`config.mk`:
```
export PLATFORM = sky130hd
export DESIGN_NAME = json_string_unescape_utf8
export DESIGN_NICKNAME = d
export VERILOG_FILES = /design/src/rtl/jsu_pkg.sv /design/src/rtl/jsu_decode.sv /design/src/rtl/json_string_unescape_utf8.sv
export SDC_FILE = /design/constraint.sdc
export NUM_CORES = 1
export LEC_CHECK = 0
export BUFFER_PORTS_ARGS = -buffer_cell sky130_fd_sc_hd__clkbuf_2
export CORE_MARGIN = 5
export CORE_UTILIZATION = 56
export DETAILED_ROUTE_END_ITERATION = 10
export PLACE_DENSITY = 0.83
export SLEW_MARGIN = 20
export SYNTH_ARGS = -nofsm -noshare
export SYNTH_HDL_FRONTEND = slang
export SYNTH_SLANG_ARGS = --single-unit
```
`constraint.sdc`:
```
create_clock -name clk_i -period 5.55 [get_ports clk_i]
set_input_delay 0.2775 -clock clk_i [delete_from_list [all_inputs] [get_ports clk_i]]
set_output_delay 0.2775 -clock clk_i [all_outputs]
set_load 0.02 [all_outputs]
```
`src/rtl/jsu_pkg.sv`:
```
// Shared types, constants and helpers for the JSON string unescaper.
package jsu_pkg;

  // Parser phase within a literal
  typedef enum logic [2:0] {
    PH_IDLE,
    PH_BODY,
    PH_ESC,
    PH_HEX,
    PH_WANTBS,
    PH_WANTU,
    PH_LOWHEX
  } phase_e;

  // Result kinds
  typedef enum logic [1:0] {
    KIND_DATA  = 2'd0,
    KIND_CLOSE = 2'd1,
    KIND_ERROR = 2'd2
  } kind_e;

  // Error codes
  typedef enum logic [2:0] {
    ERR_NO_QUOTE  = 3'd0,
    ERR_BAD_ESC   = 3'd1,
    ERR_BAD_HEX   = 3'd2,
    ERR_NO_LOW    = 3'd3,
    ERR_LOW_RANGE = 3'd4,
    ERR_CTRL      = 3'd5,
    ERR_EARLY_END = 3'd6
  } err_e;

  localparam logic [7:0] CH_QUOTE = 8'h22;
  localparam logic [7:0] CH_BSLASH = 8'h5C;
  localparam logic [7:0] CH_SLASH = 8'h2F;
  localparam logic [7:0] CH_B = 8'h62;
  localparam logic [7:0] CH_F = 8'h66;
  localparam logic [7:0] CH_N = 8'h6E;
  localparam logic [7:0] CH_R = 8'h72;
  localparam logic [7:0] CH_T = 8'h74;
  localparam logic [7:0] CH_U = 8'h75;
  localparam logic [7:0] CH_SPACE = 8'h20;

  // Upper six bits of high and low surrogate units
  localparam logic [5:0] SURR_HIGH_TAG = 6'b110110;
  localparam logic [5:0] SURR_LOW_TAG = 6'b110111;
  localparam logic [20:0] SUPP_BASE = 21'h10000;

  // Decoder state carried between bytes
  typedef struct packed {
    phase_e      phase;
    logic [9:0]  high_unit;
    logic [15:0] hex_accum;
    logic [1:0]  hex_count;
  } state_t;

  // All results caused by one input beat
  typedef struct packed {
    logic [2:0]      num;
    kind_e           kind;
    err_e            code;
    logic [3:0][7:0] bytes;
  } bundle_t;

  // Hex digit decode: {valid, value}
  function automatic logic [4:0] hex_digit(input logic [7:0] c);
    logic [4:0] r;
    r = 5'd0;
    if (c >= 8'h30 && c <= 8'h39) begin
      r = {1'b1, c[3:0]};
    end else if ((c >= 8'h61 && c <= 8'h66) || (c >= 8'h41 && c <= 8'h46)) begin
      r = {1'b1, c[3:0] + 4'd9};
    end
    return r;
  endfunction

endpackage

```
`src/rtl/jsu_decode.sv`:
```
// Per-byte decode step: next parser state and the result bundle for one beat.
module jsu_decode
  import jsu_pkg::*;
(
  input  state_t     state_i,
  input  logic [7:0] in_byte_i,
  input  logic       start_i,
  input  logic       end_i,
  output state_t     state_o,
  output bundle_t    bundle_o
);

  // UTF-8 encoding of one code point, first byte in lane 0
  function automatic bundle_t encode_cp(input logic [20:0] cp);
    bundle_t b;
    b = '0;
    b.kind = KIND_DATA;
    b.code = ERR_NO_QUOTE;
    if (cp <= 21'h7F) begin
      b.num = 3'd1;
      b.bytes[0] = cp[7:0];
    end else if (cp <= 21'h7FF) begin
      b.num = 3'd2;
      b.bytes[0] = {3'b110, cp[10:6]};
      b.bytes[1] = {2'b10, cp[5:0]};
    end else if (cp <= 21'hFFFF) begin
      b.num = 3'd3;
      b.bytes[0] = {4'b1110, cp[15:12]};
      b.bytes[1] = {2'b10, cp[11:6]};
      b.bytes[2] = {2'b10, cp[5:0]};
    end else begin
      b.num = 3'd4;
      b.bytes[0] = {5'b11110, cp[20:18]};
      b.bytes[1] = {2'b10, cp[17:12]};
      b.bytes[2] = {2'b10, cp[11:6]};
      b.bytes[3] = {2'b10, cp[5:0]};
    end
    return b;
  endfunction

  logic [4:0]  digit;
  logic [15:0] unit;
  logic [20:0] pair_cp;

  assign digit = hex_digit(in_byte_i);
  assign unit = {state_i.hex_accum[11:0], digit[3:0]};
  assign pair_cp = SUPP_BASE + {1'b0, state_i.high_unit, unit[9:0]};

  // Decode one byte
  always_comb begin
    state_o = state_i;
    bundle_o = '0;
    bundle_o.kind = KIND_DATA;
    bundle_o.code = ERR_NO_QUOTE;

    if (start_i) begin
      state_o.high_unit = '0;
      state_o.hex_accum = '0;
      state_o.hex_count = '0;
      if (!end_i && in_byte_i == CH_QUOTE) begin
        state_o.phase = PH_BODY;
      end else begin
        state_o.phase = PH_IDLE;
        bundle_o.num = 3'd1;
        bundle_o.kind = KIND_ERROR;
        bundle_o.code = ERR_NO_QUOTE;
      end
    end else if (state_i.phase == PH_IDLE) begin
      state_o.phase = PH_IDLE;
    end else if (end_i) begin
      state_o.phase = PH_IDLE;
      bundle_o.num = 3'd1;
      bundle_o.kind = KIND_ERROR;
      bundle_o.code = ERR_EARLY_END;
    end else begin
      unique case (state_i.phase)
        PH_BODY: begin
          if (in_byte_i == CH_QUOTE) begin
            state_o.phase = PH_IDLE;
            bundle_o.num = 3'd1;
            bundle_o.kind = KIND_CLOSE;
          end else if (in_byte_i == CH_BSLASH) begin
            state_o.phase = PH_ESC;
          end else if (in_byte_i < CH_SPACE) begin
            state_o.phase = PH_IDLE;
            bundle_o.num = 3'd1;
            bundle_o.kind = KIND_ERROR;
            bundle_o.code = ERR_CTRL;
          end else begin
            bundle_o.num = 3'd1;
            bundle_o.bytes[0] = in_byte_i;
          end
        end
        PH_ESC: begin
          state_o.phase = PH_BODY;
          bundle_o.num = 3'd1;
          case (in_byte_i)
            CH_QUOTE, CH_BSLASH, CH_SLASH: bundle_o.bytes[0] = in_byte_i;
            CH_B: bundle_o.bytes[0] = 8'h08;
            CH_F: bundle_o.bytes[0] = 8'h0C;
            CH_N: bundle_o.bytes[0] = 8'h0A;
            CH_R: bundle_o.bytes[0] = 8'h0D;
            CH_T: bundle_o.bytes[0] = 8'h09;
            CH_U: begin
              bundle_o.num = 3'd0;
              state_o.hex_accum = '0;
              state_o.hex_count = '0;
              state_o.phase = PH_HEX;
            end
            default: begin
              state_o.phase = PH_IDLE;
              bundle_o.kind = KIND_ERROR;
              bundle_o.code = ERR_BAD_ESC;
            end
          endcase
        end
        PH_HEX, PH_LOWHEX: begin
          if (!digit[4]) begin
            state_o.phase = PH_IDLE;
            bundle_o.num = 3'd1;
            bundle_o.kind = KIND_ERROR;
            bundle_o.code = ERR_BAD_HEX;
          end else begin
            state_o.hex_accum = unit;
            if (state_i.hex_count != 2'd3) begin
              state_o.hex_count = state_i.hex_count + 2'd1;
            end else begin
              state_o.hex_count = '0;
              if (state_i.phase == PH_HEX) begin
                if (unit[15:10] == SURR_HIGH_TAG) begin
                  state_o.high_unit = unit[9:0];
                  state_o.phase = PH_WANTBS;
                end else begin
                  state_o.phase = PH_BODY;
                  bundle_o = encode_cp({5'd0, unit});
                end
              end else if (unit[15:10] != SURR_LOW_TAG) begin
                state_o.phase = PH_IDLE;
                bundle_o.num = 3'd1;
                bundle_o.kind = KIND_ERROR;
                bundle_o.code = ERR_LOW_RANGE;
              end else begin
                state_o.phase = PH_BODY;
                bundle_o = encode_cp(pair_cp);
              end
            end
          end
        end
        PH_WANTBS: begin
          if (in_byte_i == CH_BSLASH) begin
            state_o.phase = PH_WANTU;
          end else begin
            state_o.phase = PH_IDLE;
            bundle_o.num = 3'd1;
            bundle_o.kind = KIND_ERROR;
            bundle_o.code = ERR_NO_LOW;
          end
        end
        PH_WANTU: begin
          if (in_byte_i == CH_U) begin
            state_o.hex_accum = '0;
            state_o.hex_count = '0;
            state_o.phase = PH_LOWHEX;
          end else begin
            state_o.phase = PH_IDLE;
            bundle_o.num = 3'd1;
            bundle_o.kind = KIND_ERROR;
            bundle_o.code = ERR_NO_LOW;
          end
        end
        default: state_o.phase = PH_IDLE;
      endcase
    end
  end

endmodule

```
`src/rtl/json_string_unescape_utf8.sv`:
```
// Top level of the JSON string unescaper: state, result buffer and output sequencer.
//
//   channel | direction | signals
//   --------+-----------+--------------------------------------------------------
//   in      | input     | in_valid_i, in_ready_o, in_byte_i, start_of_string_i,
//           |           | end_marker_i
//   out     | output    | out_valid_o, out_ready_i, kind_o, out_byte_o,
//           |           | error_code_o, last_o
//
// One input beat is decoded in the cycle it is accepted; its results (0 to 4) are
// held as one bundle and leave one per cycle from the head register while out_ready_i is high.
// A skid bundle behind the head keeps input flowing while a result is stalled;
// input is held off only when both bundles are occupied.
// A beat that yields n results presents them as n output beats (n = 4 at most).
// Reset clears the parser state and both bundle valid flags; no clearing pass.
module json_string_unescape_utf8
  import jsu_pkg::*;
(
  input  logic       clk_i,
  input  logic       rst_ni,
  input  logic       in_valid_i,
  output logic       in_ready_o,
  input  logic [7:0] in_byte_i,
  input  logic       start_of_string_i,
  input  logic       end_marker_i,
  output logic       out_valid_o,
  input  logic       out_ready_i,
  output logic [1:0] kind_o,
  output logic [7:0] out_byte_o,
  output logic [2:0] error_code_o,
  output logic       last_o
);

  state_t  state_q, state_d;
  bundle_t new_bnd;
  bundle_t head_q, head_d, skid_q, skid_d;
  logic    head_v_q, head_v_d, skid_v_q, skid_v_d;
  logic [1:0] idx_q, idx_d;
  logic    in_fire, push, out_fire, head_last, pop, head_free;

  jsu_decode u_decode (
    .state_i   (state_q),
    .in_byte_i (in_byte_i),
    .start_i   (start_of_string_i),
    .end_i     (end_marker_i),
    .state_o   (state_d),
    .bundle_o  (new_bnd)
  );

  // Handshakes
  assign in_ready_o = !skid_v_q;
  assign in_fire = in_valid_i && in_ready_o;
  assign push = in_fire && (new_bnd.num != 3'd0);
  assign out_fire = head_v_q && out_ready_i;
  assign head_last = ({1'b0, idx_q} + 3'd1) == head_q.num;
  assign pop = out_fire && head_last;
  assign head_free = !head_v_q || pop;

  // Bundle buffer control
  always_comb begin
    head_d = head_q;
    head_v_d = head_v_q;
    skid_d = skid_q;
    skid_v_d = skid_v_q;
    idx_d = idx_q;
    if (head_free) begin
      idx_d = '0;
      if (skid_v_q) begin
        head_d = skid_q;
        head_v_d = 1'b1;
        skid_v_d = 1'b0;
      end else if (push) begin
        head_d = new_bnd;
        head_v_d = 1'b1;
      end else begin
        head_v_d = 1'b0;
      end
    end else begin
      if (out_fire) begin
        idx_d = idx_q + 2'd1;
      end
      if (push) begin
        skid_d = new_bnd;
        skid_v_d = 1'b1;
      end
    end
  end

  // Control registers
  always_ff @(posedge clk_i or negedge rst_ni) begin
    if (!rst_ni) begin
      state_q <= '{phase: PH_IDLE, high_unit: '0, hex_accum: '0, hex_count: '0};
      head_v_q <= 1'b0;
      skid_v_q <= 1'b0;
      idx_q <= '0;
    end else begin
      if (in_fire) begin
        state_q <= state_d;
      end
      head_v_q <= head_v_d;
      skid_v_q <= skid_v_d;
      idx_q <= idx_d;
    end
  end

  // Payload registers
  always_ff @(posedge clk_i) begin
    head_q <= head_d;
    skid_q <= skid_d;
  end

  // Output fields
  assign out_valid_o = head_v_q;
  assign kind_o = head_q.kind;
  assign out_byte_o = head_q.bytes[idx_q];
  assign error_code_o = head_q.code;
  assign last_o = head_last;

endmodule

```
=== Word-level counts from Yosys, hierarchy flattened ===
Index checks and enable logic that the tools add are counted.

* Flip-flop bits (word level): 111
* Input bits: 14
* Output and inout bits: 16
* Word-level logic and storage cells: 217

* $add $sub $neg: 5
* Order comparisons: 13
* Equality and inequality tests: 26
* Mux-type cells: 118
* Bitwise operators: 1
* Reductions and logical operators: 33

{| class="wikitable"
|+ Operator list
! kind !! count
|-
| 2-to-1 mux 24 bit || 23
|-
| 2-to-1 mux 16 bit || 21
|-
| 2-to-1 mux 40 bit || 6
|-
| 2-to-1 mux 32 bit || 4
|-
| 2-to-1 mux 8 bit || 12
|-
| 2-to-1 mux 28 bit || 3
|-
| equality test 8 x 7 -> 1 bit (second input constant) || 7
|-
| 2-to-1 mux 3 bit || 16
|-
| case mux 8 bit (6 select lines) || 1
|-
| case mux 8 bit (5 select lines) || 1
|-
| case mux 18 bit (2 select lines) || 1
|-
| 2-to-1 mux 31 bit || 1
|-
| 2-to-1 mux 10 bit || 3
|-
| 2-to-1 mux 6 bit || 4
|-
| case mux 8 bit (3 select lines) || 1
|-
| 2-to-1 mux 22 bit || 1
|-
| adder 17 x 20 -> 21 bit (first input constant) || 1
|-
| <= comparator 21 x 11 -> 1 bit (second input constant) || 1
|-
| <= comparator 21 x 16 -> 1 bit (second input constant) || 1
|-
| <= comparator 21 x 7 -> 1 bit (second input constant) || 1
|-
| 2-to-1 mux 5 bit || 4
|-
| 2-to-1 mux 18 bit || 1
|-
| binary-select mux 8 bit (select 2 bit) || 1
|-
| equality test 8 x 6 -> 1 bit (second input constant) || 2
|-
| 41 further kinds || 79
|}

=== Logic depth before layout (Yosys ltp) ===
* Depth after elaboration: 41
* Gate-level depth with buffers: 12
* Mapped depth without buffers: 10

=== Cells and area by module ===
A second synthesis with hierarchy kept.

* Cells, all modules: 667
* Area, all modules: 7210.7 µm²

{| class="wikitable"
|+ Modules (own cells, without submodules)
! module !! times used !! cells an instance !! area each (µm²) !! seq. area each (µm²)
|-
| json_string_unescape_utf8 || 1 || 233 || 4509.3 || 3278.1
|-
| jsu_decode || 1 || 434 || 2701.3 || 0.0
|}

=== Worst setup path before layout ===
No wires, ideal clock.

* Path kind: register -> register
* From: reg state_q[24] (netlist bit)
* To: reg skid_q[0] (netlist bit), enable pin
* Library setup time: 0.477 ns
* Arrival: 5.067 ns
* Data required time: 5.073 ns
* Path slack: 0.006 ns
* Cell stages (with the launch flop): 10
* Buffers on the path: 1
* Period minus slack after synthesis: 5.544 ns
* Cells stage by stage: dfrtp_1 -> ha_1 -> or2_2 -> a2111oi_0 -> buf_2 -> nand3_1 -> a31o_4 -> a2111oi_4 -> nor3_1 -> nor3_1

* Word-level cells in the longest chain between the ends: 16
* Elaborated cells between the ends (all ways): 18
* Classes of those cells: 1 x add/sub; 3 x order compare; 11 x mux; 3 x reduce/logical

{| class="wikitable"
|+ RTL lines
! what !! RTL line !! source
|-
| start, declared || json_string_unescape_utf8.sv:34 || <nowiki>state_t state_q, state_d;</nowiki>
|-
| start signal, assigned || json_string_unescape_utf8.sv:92 || <nowiki>state_q <= '{phase: PH_IDLE, high_unit: '0, hex_accum: '0, hex_count: '0};</nowiki>
|-
| start signal, assigned || json_string_unescape_utf8.sv:98 || <nowiki>state_q <= state_d;</nowiki>
|-
| adder 17 x 20 -> 21 bit * || jsu_decode.sv:47 || <nowiki>assign pair_cp = SUPP_BASE + {1'b0, state_i.high_unit, unit[9:0]};</nowiki>
|-
| <= comparator 21 x 16 -> 1 bit || jsu_decode.sv:26 || <nowiki>end else if (cp <= 21'hFFFF) begin</nowiki>
|-
| 2-to-1 mux 3 bit || jsu_decode.sv:26 ||
|-
| 2-to-1 mux 3 bit || jsu_decode.sv:22 || <nowiki>end else if (cp <= 21'h7FF) begin</nowiki>
|-
| 2-to-1 mux 3 bit * || jsu_decode.sv:19 || <nowiki>if (cp <= 21'h7F) begin</nowiki>
|-
| 2-to-1 mux 8 bit * || jsu_decode.sv:137 || <nowiki>end else if (unit[15:10] != SURR_LOW_TAG) begin</nowiki>
|-
| 2-to-1 mux 40 bit * || jsu_decode.sv:129 || <nowiki>if (state_i.phase == PH_HEX) begin</nowiki>
|-
| 2-to-1 mux 40 bit * || jsu_decode.sv:125 || <nowiki>if (state_i.hex_count != 2'd3) begin</nowiki>
|-
| 2-to-1 mux 8 bit * || jsu_decode.sv:118 || <nowiki>if (!digit[4]) begin</nowiki>
|-
| case mux 8 bit (5 select lines) * || jsu_decode.sv:76 || <nowiki>unique case (state_i.phase)</nowiki>
|-
| 2-to-1 mux 8 bit * || jsu_decode.sv:70 || <nowiki>end else if (end_i) begin</nowiki>
|-
| 2-to-1 mux 40 bit * || jsu_decode.sv:68 || <nowiki>end else if (state_i.phase == PH_IDLE) begin</nowiki>
|-
| 2-to-1 mux 8 bit * || jsu_decode.sv:56 || <nowiki>if (start_i) begin</nowiki>
|-
| nonzero test 3 bit * || json_string_unescape_utf8.sv:53 || <nowiki>assign push = in_fire && (new_bnd.num != 3'd0);</nowiki>
|-
| logical AND 1 bit * || json_string_unescape_utf8.sv:53 ||
|-
| AND reduction 2 bit (no line) * || n/a ||
|-
| end signal, assigned || json_string_unescape_utf8.sv:109 || <nowiki>skid_q <= skid_d;</nowiki>
|-
| end, declared || json_string_unescape_utf8.sv:36 || <nowiki>bundle_t head_q, head_d, skid_q, skid_d;</nowiki>
|}

Every way passes the cells marked *; elsewhere a longest branch is shown, timed or not.
A chain may end at the register's enable or synchronous reset.

=== Final worst setup path ===
* From: reg state_q[7] (netlist bit)
* To: reg skid_q[7] (netlist bit), enable pin

* Word-level cells in the longest chain between the ends: 16
* Elaborated cells between the ends (all ways): 23
* Classes of those cells: 1 x add/sub; 5 x order compare; 14 x mux; 3 x reduce/logical

{| class="wikitable"
|+ RTL lines
! what !! RTL line
|-
| adder 17 x 20 -> 21 bit || jsu_decode.sv:47
|-
| <= comparator 21 x 16 -> 1 bit || jsu_decode.sv:26
|-
| 2-to-1 mux 3 bit || jsu_decode.sv:26
|-
| 2-to-1 mux 3 bit || jsu_decode.sv:22
|-
| 2-to-1 mux 3 bit || jsu_decode.sv:19
|-
| 2-to-1 mux 8 bit || jsu_decode.sv:137
|-
| 2-to-1 mux 40 bit * || jsu_decode.sv:129
|-
| 2-to-1 mux 40 bit * || jsu_decode.sv:125
|-
| 2-to-1 mux 8 bit * || jsu_decode.sv:118
|-
| case mux 8 bit (5 select lines) * || jsu_decode.sv:76
|-
| 2-to-1 mux 8 bit * || jsu_decode.sv:70
|-
| 2-to-1 mux 40 bit * || jsu_decode.sv:68
|-
| 2-to-1 mux 8 bit * || jsu_decode.sv:56
|-
| nonzero test 3 bit * || json_string_unescape_utf8.sv:53
|-
| logical AND 1 bit * || json_string_unescape_utf8.sv:53
|-
| AND reduction 2 bit (no line) * || n/a
|}

Marked as above.

==> results.py <==
metrics = {
    "clocking": {
        "cts.sinks": 105,
        "hold_buffers": 0,
        "cts_buffers": 9,
        "htree_num_levels": 3,
        "clockRootBuffer": "clkbuf_16",
        "clk_path_buf_depth": 2,
        "postCtsSetupRepairBufs": 0,
        "clkSlewWorstSetupHoldPaths_ps": 70,
        "clk_latency_ps": 350,
        "ctsResizeCount": 0,
        "cts_tree": "yes",
    },
    "global_route": {
        "grt_use_met3_pct": 6.635,
        "grt_use_total_pct": 28.01,
        "grt_pass1_vias": 5396,
        "use_met2_pct": 42.56,
        "grt_max_degree": 57,
        "grt_busiest_layer": "met2",
        "grtUsageMet1_pct": 38.78,
        "gr-total-overflow": 0,
        "grt_pass1_wl_mm": 30.93,
        "antenna_found_initial": 0,
    },
    "power_and_ir_drop": {
        "vdd_ir_drop_max_uv": 220.8,
        "power_uw": 2590,
        "powerDensity_mw_per_mm2": 362.5,
        "p_leak_uw": 0.002565,
    },
    "sta": {
        "min_period_ps": 4116,
        "finalCritPeriodShare_pct": 74.16,
        "whs_ps": -1.590,
        "rsz0062_at_grt": "false",
        "finClkSkew_ps": 13.16,
        "timing.fmax_mhz": 243.0,
        "fin_setup_tns_ps": 0,
        "timing.slew.headroom_pct": 19.59,
        "worstMarginPinSlew_ps": 1206,
        "finalMaxSlewViolations": 0,
        "setup_viol": 0,
        "hold_viol_final": 3,
    },
    "floorplan": {
        "dieArea_mm2": 0.01418,
        "initial_core_util_pct": 57.62,
        "io_pins": 30,
        "fp-row-count": 39,
        "coreArea_mm2": 0.01156,
        "die_w_um": 119.1,
        "die_h_um": 119.1,
    },
    "yosys": {
        "syn-cell-area_mm2": 0.006664,
        "synth_cell_types": 87,
        "yosys.area_share.xor_xnor_pct": 0.7886,
        "synth_top_family_by_area": "compound AO/OA/AOI/OAI gates",
        "yosys_warnings": 0,
        "synth_flop_cell": "edfxtp_1",
        "synthMuxAreaShare_pct": 5.745,
        "synth-edff-count": 74,
        "avgSynthCellArea_um2": 9.506,
        "yosys.area_share.simple_pct": 20.77,
        "synthCells": 701,
        "ys_ff_latch": 105,
        "synth.net_count": 724,
        "yosys.area_share.adder_pct": 1.690,
        "async_reset_ff_share_pct": 29.52,
        "synth-compound-area-share_pct": 21.74,
        "yosysSeqAreaShare_pct": 44.99,
    },
    "layout": {
        "final_common_cell": "nand2_1",
        "drive_above_1_share_pct": 13.49,
        "antenna_cells": 0,
        "area_growth_pct": 7.229,
        "n_fill_cell": 966,
        "final_cell_mix": "nand2_1, edfxtp_1, nor2_1, a21oi_1, o31ai_1",
        "post-route-util_pct": 61.79,
        "final_nets": 722,
    },
    "outcome": {
        "violations": "hold timing",
        "status": "finished, violations left",
    },
    "drt": {
        "wl_per_cell_um": 23.01,
        "via_count": 5804,
        "drt_iter0_drc": 779,
        "viasPerCell": 6.852,
        "drt-pass1-iter-count": 6,
        "drt-total-wl_mm": 19.49,
        "detail-route-antenna-nets": 0,
        "route.detailed.drc": 0,
    },
    "run": {
        "max-cap-violations": 0,
    },
    "worst_setup_path": {
        "critical_path_class": "reg -> reg",
        "crit_fanout": 30,
        "cp-start-kind": "register",
        "cp.required_ps": 5550,
        "cp-end-kind": "register",
        "crit_arrival_ps": 4120,
    },
    "min_path": {
        "hp-class": "in -> async",
    },
    "placement": {
        "place.gp.congestion": 1.014,
        "place_hpwl_mm": 14.23,
        "numPortBuffers": 29,
    },
}
==> logic make-up after synthesis <==
group,count (synthesis)
AND/OR/NAND/NOR,276
AO/OA/AOI/OAI,211
flip-flops,105
buffers and inverters,67
multiplexers,27
adder cells (fa/ha/maj),9
XOR/XNOR,6
==> state kept, by name, summed over array words and instances (netlist names) <==
register      cells
skid_q           37
head_q           32
state_q          27
error_code_o      3
idx_q             2
kind_o            2
out_valid_o       1
skid_v_q          1
==> synth_stat cells (all sizes together), types with 8 or more instances <==
cell type,number,area share [%]
a22oi,8,0.90
nand2,98,5.5
nand3,24,1.8
inv,15,0.84
and2,9,0.84
o31ai,38,4.4
buf,11,1.1
dfrtp,31,12
mux2,17,2.9
o21ai,47,3.5
a21oi,43,3.2
nor2b,10,0.94
ha,9,1.7
edfxtp,74,33
clkbuf,39,2.2
nor2,55,3.1
nor3,21,2.1
and3,10,0.94
==> power breakdown <==
part           switching [uW]  internal [uW]  leakage [uW]
sequential                107           1010       0.00110
combinational             545            288       0.00133
clock                     293            352      0.000145
==> final timing paths <==
path                                to        from  depth (start not counted)  slack, ps
setup / recovery             skid_q[7]  state_q[7]                          8       1430
hold / removal                idx_q[1]      rst_ni                          1         -2
setup reg to reg             skid_q[7]  state_q[7]                          8       1430
hold reg to reg             state_q[1]  state_q[1]                          2        510
max in group asynchronous  state_q[30]      rst_ni                          1       5050
min in group clk_i            skid_v_q  in_valid_i                          3        270
==> cell type report <==
cell class | count | area, um^2 | area share (%)
inverter | 17 | 63.81 | 0.8930
tap | 143 | 178.9 | 2.504
timing repair buffer | 37 | 205.2 | 2.872
multi-input combinational | 529 | 3406 | 47.66
sequential | 105 | 2998 | 41.95
clock inverter | 6 | 65.06 | 0.9105
clock buffer | 10 | 229.0 | 3.204
==> per-layer routing <==
layer  routed length [um]  vias to the layer above
met2                 8822                      314
met1                 8096                     2796
met3                 1761                       57
met5                    0                        -
li1                     -                     2637
met4                  810                        0
==> stage by stage <==
step                cell area (um^2)  worst slack [ps]  cells
CTS                             7138              1496    847
floorplan                       6664             6.085    701
global route                    7146              1210    847
finish                          7146              1434    847
global placement                6844              1410    831
detailed placement              6844              1270    831
==> worst max-delay path: stages (launching register included) <==
cell and delay [ps]:
dfrtp_1 580, or3_1 500, nor4_1 580, a211oi_1 160
mux2_4 390, a2111oi_4 390, nor3_1 110, nor3_2 570
buf_4 480
No activity file was read; power rests on OpenSTA's default activity.
